==> config.mk <==
export PLATFORM = sky130hd
export DESIGN_NAME = ofsd_ctrl
export DESIGN_NICKNAME = d
export VERILOG_FILES = /design/src/design/ofsd_pkg.sv /design/src/design/ofsd_ctrl.sv
export VERILOG_INCLUDE_DIRS = /design/src /design/src/design
export SDC_FILE = /design/constraint.sdc
export NUM_CORES = 1
export LEC_CHECK = 0
export BUFFER_PORTS_ARGS = -buffer_cell sky130_fd_sc_hd__buf_4
export CAP_MARGIN = 0
export CORE_AREA = 2 2 39 41
export DETAILED_ROUTE_END_ITERATION = 12
export DIE_AREA = 0 0 41 43
export PLACE_DENSITY = 0.3
export SETUP_SLACK_MARGIN = 0.5
export SLEW_MARGIN = 20
export SYNTH_ARGS = -nofsm -noshare
export SYNTH_HDL_FRONTEND = slang
export SYNTH_SLANG_ARGS = --single-unit
==> constraint.sdc <==
create_clock -name i_clk -period 0.8 [get_ports i_clk]
set_input_delay 0.16 -clock i_clk [delete_from_list [all_inputs] [get_ports i_clk]]
set_output_delay 0.16 -clock i_clk [all_outputs]
set_load 0.02 [all_outputs]
==> src/design/oled_frame_store_command_decoder_assert.svh <==
// Assertion macros shared by the frame store decoder modules.
// Both forms sample on the rising clock edge and are disabled while reset is low.
`ifndef OLED_FRAME_STORE_COMMAND_DECODER_ASSERT_SVH
`define OLED_FRAME_STORE_COMMAND_DECODER_ASSERT_SVH

`ifndef SYNTHESIS
`define OFSD_ASSERT_IMP(label, clk, rst_n, ante, cons, msg) \
    label: assert property (@(posedge clk) disable iff (!rst_n) (ante) |-> (cons)) \
        else $error(msg);
`define OFSD_ASSERT_NXT(label, clk, rst_n, ante, cons, msg) \
    label: assert property (@(posedge clk) disable iff (!rst_n) (ante) |=> (cons)) \
        else $error(msg);
`else
`define OFSD_ASSERT_IMP(label, clk, rst_n, ante, cons, msg)
`define OFSD_ASSERT_NXT(label, clk, rst_n, ante, cons, msg)
`endif

`endif

==> src/design/ofsd_pkg.sv <==
package ofsd_pkg;

    // Operation codes carried by the op field of an input item.
    typedef enum logic [1:0] {
        OP_CMD  = 2'd0,
        OP_DATA = 2'd1,
        OP_READ = 2'd2
    } t_op;

    // Command byte codes.
    localparam logic [7:0] CMD_CONTRAST   = 8'h81;
    localparam logic [7:0] CMD_ALL_ON_OFF = 8'hA4;
    localparam logic [7:0] CMD_ALL_ON     = 8'hA5;
    localparam logic [7:0] CMD_NORMAL     = 8'hA6;
    localparam logic [7:0] CMD_INVERSE    = 8'hA7;
    localparam logic [7:0] CMD_PANEL_OFF  = 8'hAE;
    localparam logic [7:0] CMD_PANEL_ON   = 8'hAF;

    localparam logic [7:0]  CONTRAST_RESET = 8'd127;
    localparam logic [15:0] DIM_NUM        = 16'd48;

    localparam int PIX_X_W = 7;
    localparam int PIX_Y_W = 6;

    typedef enum logic {
        ST_IDLE = 1'b0,
        ST_READ = 1'b1
    } t_state;

    // Commands from the controller to the datapath.
    typedef struct packed {
        logic cmd_en;
        logic wr_en;
        logic rd_en;
        logic load_out;
    } t_ctrl_cmd;

    // Status from the datapath to the controller.
    typedef struct packed {
        logic out_busy;
    } t_dp_sts;

endpackage

==> src/design/ofsd_ctrl.sv <==
module ofsd_ctrl (
    input  logic               i_clk,
    input  logic               i_rst_n,
    input  logic               i_in_valid,
    input  logic [1:0]         i_op,
    input  ofsd_pkg::t_dp_sts  i_sts,
    output logic               o_in_ready,
    output ofsd_pkg::t_ctrl_cmd o_cmd
);
    import ofsd_pkg::*;

    `include "oled_frame_store_command_decoder_assert.svh"

    t_state r_state;
    t_state n_state;
    logic   accept;

    always_ff @(posedge i_clk) begin
        if (!i_rst_n) begin
            r_state <= ST_IDLE;
        end else begin
            r_state <= n_state;
        end
    end

    always_comb begin
        n_state    = r_state;
        o_in_ready = 1'b0;
        o_cmd      = '0;
        accept     = 1'b0;
        case (r_state)
            ST_IDLE: begin
                o_in_ready   = 1'b1;
                accept       = i_in_valid;
                o_cmd.cmd_en = accept && (i_op == OP_CMD);
                o_cmd.wr_en  = accept && (i_op == OP_DATA);
                o_cmd.rd_en  = accept && (i_op == OP_READ);
                if (o_cmd.rd_en) begin
                    n_state = ST_READ;
                end
            end
            ST_READ: begin
                // The level goes out as soon as the output register is free.
                if (!i_sts.out_busy) begin
                    o_cmd.load_out = 1'b1;
                    n_state        = ST_IDLE;
                end
            end
            default: begin
                n_state = ST_IDLE;
            end
        endcase
    end

    `OFSD_ASSERT_IMP(a_read_origin, i_clk, i_rst_n,
        (r_state == ST_READ),
        ($past(o_cmd.rd_en) || $past(r_state == ST_READ)),
        "read state entered without an accepted read item")
    `OFSD_ASSERT_NXT(a_read_one_result, i_clk, i_rst_n,
        o_cmd.load_out, (r_state == ST_IDLE),
        "controller stayed in read state after loading a result")
    `OFSD_ASSERT_IMP(a_single_cmd, i_clk, i_rst_n,
        1'b1, $onehot0(o_cmd),
        "more than one datapath command issued in one cycle")

endmodule

==> results by group <==
Global route
  – Via count of the first global-routing pass: 93
  – First-pass GRT wire length: between 400 and 500 um
  – Grt ovf: 0
  – Maximum number of pins on one net before global-route repair: 6
  – Global Route met1 Usage: 6.37%
  – Number of antenna violations at the first check in global routing: 0
  – Busiest layer in global routing: met1
  – Met2 usage in global routing: under 10%
  – Global-route total usage across every layer: around 3.1%
  – Global-route met3 utilization: 0%

STA
  – Final-report max-slew violation count: 0
  – Worst Slack Setup Final: -0.119 ns
  – Maximum clock frequency: 1090 MHz
  – Final-report setup violation count: 6
  – Final hold violation count: 0
  – Worst-margin pin slew: roughly 0.18 ns
  – Post-Route Skew: 0 ns
  – Final critical path time including I/O delays and setup: 0.919 ns
  – Unrepaired setup endpoints after global routing: true
  – Worst hold slack: between 0.3 and 0.4 ns
  – Final period util: 115%
  – Worst relative slew slack: about nine tenths

Run
  – Max-Cap Viols: 0

Clock tree
  – Postcts setup bufs: 0
  – Worst-skew pair later-pin latency: 0 ns
  – CTS clock-pin slew for the worst setup and hold paths: 0 ns

Final layout
  – Most frequent cells in the layout: sky130_fd_sc_hd__buf_4, sky130_fd_sc_hd__buf_6
  – Largest registers: r_state (1)
  – Fraction of final layout cells with drive strength greater than 1: between 90% and 100%
  – Ant diodes: 0
  – Total area of multi-input combinational cells: about 90 sq um
  – Sequential Area: between 20 and 25 sq um
  – Flip-flop count of the largest register after layout: 1
  – Area growth from synthesis to layout: 242%
  – NumNets Final: 29
  – Register containing the most flip-flops in the final layout: r_state
  – Final Util: roughly 19%
  – Number of standard cells in the layout, taps in and fillers out: 37
  – Number of fillers in the final layout: 151

Die
  – Die footprint: roughly 1800 sq um
  – Top-Level Pins: 11
  – Initial core utilization: 5.42%
  – Height of the die: between 40 and 50 um
  – Placeable core area: between 1000 and 1500 sq um
  – Row count: 14
  – Width of the die: 41 um

Worst hold path
  – Hold-critical path depth: 2
  – Worst-case hold path end point: r_state$_SDFF_PN0_
  – Classification of the worst-slack hold path: input pin to flop
  – Startpoint of the most critical hold path: i_rst_n

Logic synthesis
  – Post-synth top area share: between 20% and 30%
  – Synthesized area per cell: ~8.3 sq um
  – Flip-flop and latch count after synthesis: 1
  – Top cell type by total area after synthesis: sky130_fd_sc_hd__dfxtp_1
  – Unique masters post-synth: 8
  – Share of synthesized area occupied by flip-flops and latches: about a quarter
  – Biggest area contributors in the synthesized netlist: sky130_fd_sc_hd__dfxtp_1, sky130_fd_sc_hd__and4bb_2, sky130_fd_sc_hd__nand4bb_1
  – Number of cells produced by synthesis: 9
  – Post-synthesis instance area: 75.1 sq um
  – Number of synthesis warnings: 0
  – Synthesized Nets: 15

Pwr
  – Worst VDD drop: roughly 0.22 mV
  – Leakage component of the power: around 0.10 nW
  – Post-layout total power: ~0.00015 W
  – Pwr dens: a little under 600 nW/um^2

Critical path
  – Library cell contributing the largest single delay on the critical path: sky130_fd_sc_hd__dfxtp_4
  – Worst Setup Start Kind: flop
  – Crit path buf inv count: 1
  – Worst path cell trace: and4bb_2 -> buf_6
  – Dominant delay contributor by cell family on the critical path: flip-flops
  – CP Capture Type: output port
  – Signal arrival time at the worst endpoint: 0.76 ns
  – Minimum setup slack among reg-to-reg paths: -0.05 ns
  – Delay of the slowest cell on the worst path: between 0.3 and 0.4 ns
  – Critical-path maximum fanout: 5
  – Required time of the critical path: 0.64 ns
  – R2r endpoint: r_state$_SDFF_PN0_
  – WS Path Type: flop to output port
  – Number of cell instances on the worst register-to-register path: 3
  – Critical register-to-register path startpoint: r_state$_SDFF_PN0_

Place
  – Buffers added on ports: 10
  – Cell total after placement: 37
  – GPL Wtd Cong: approximately 0.64
  – Placement Setup Slack: -0.140 ns

Routing
  – Iteration count of the initial detailed-routing pass: 1
  – Vias post-DR: 115
  – Ratio of routed vias to standard cells: between 3 and 4
  – Post-detailed-routing wire length: approximately 300 um
  – DRC violations left: 0
  – DRT iter0 DRCs: 0
  – Count of antenna-violating nets left after detailed routing: 0
  – Routed wire per std cell: 8.00 um

Outcome
  – Result of the run: complete, but fails checks
  – Failing checks: setup timing
==> cells by family after synthesis <==
kind of cell           Yosys count  share of synthesized area [%]
AO/OA/AOI/OAI                    1                           10.0
buffers and inverters            2                           10.0
AND/OR/NAND/NOR                  5                           53.3
flip-flops                       1                           26.7
==> cells in the mapped netlist (all sizes together) <==
cell	count
inv	2
a21boi	1
nand2	1
nand4bb	1
dfxtp	1
nor2	1
and4bb	1
nor4b	1
==> where the power goes <==
part	switching, W	leakage [nW]	total [W]	internal (W)
Sequential	0.00000338	0.00890	0.0000543	0.0000510
Combinational	0.0000399	0.0958	0.0000974	0.0000575
Clock	0	0	0	0
Total	0.0000433	0.105	0.000152	0.000108
==> final cells by class <==
class	instances	area share [%]
Inverter	2	3.90
Multi-Input combinational cell	6	35.1
Sequential cell	1	9.27
Tap cell	16	7.80
Timing Repair Buffer	12	43.9
==> metrics by stage <==
stage / setup TNS (ns) / instance area (sq um)
final: -0.393 / 256
after global placement: -0.486 / 209
after detailed placement: -0.532 / 209
after CTS: -0.397 / 253
after floorplan: -0.0956 / 98.8
after global routing: -0.552 / 256
==> worst max-delay path by stage <==
stage | endpoint | start | slack [ns] | cells after the start
finish | o_cmd[2] | r_state$_SDFF_PN0_ | -0.12 | 2
global route | o_cmd[2] | r_state$_SDFF_PN0_ | -0.13 | 2
CTS | o_cmd[2] | r_state$_SDFF_PN0_ | -0.12 | 2
detailed placement | o_cmd[1] | r_state$_SDFF_PN0_ | -0.14 | 3
global placement | o_cmd[1] | r_state$_SDFF_PN0_ | -0.12 | 3
floorplan | o_cmd[2] | r_state$_SDFF_PN0_ | -0.04 | 1
==> repair_timing <==
action	in CTS	in global routing
pin swaps	1	0
gates resized for setup	9	1
hold buffers	0	0
endpoints found under the setup margin	6	6
==> layer usage <==
layer / wire, um / vias to the layer above
met2: 88 / 11
met4: 0 / 0
li1: - / 56
met5: 0 / -
met1: 165 / 48
met3: 41 / 0
No activity file was read; power rests on OpenSTA's default activity.
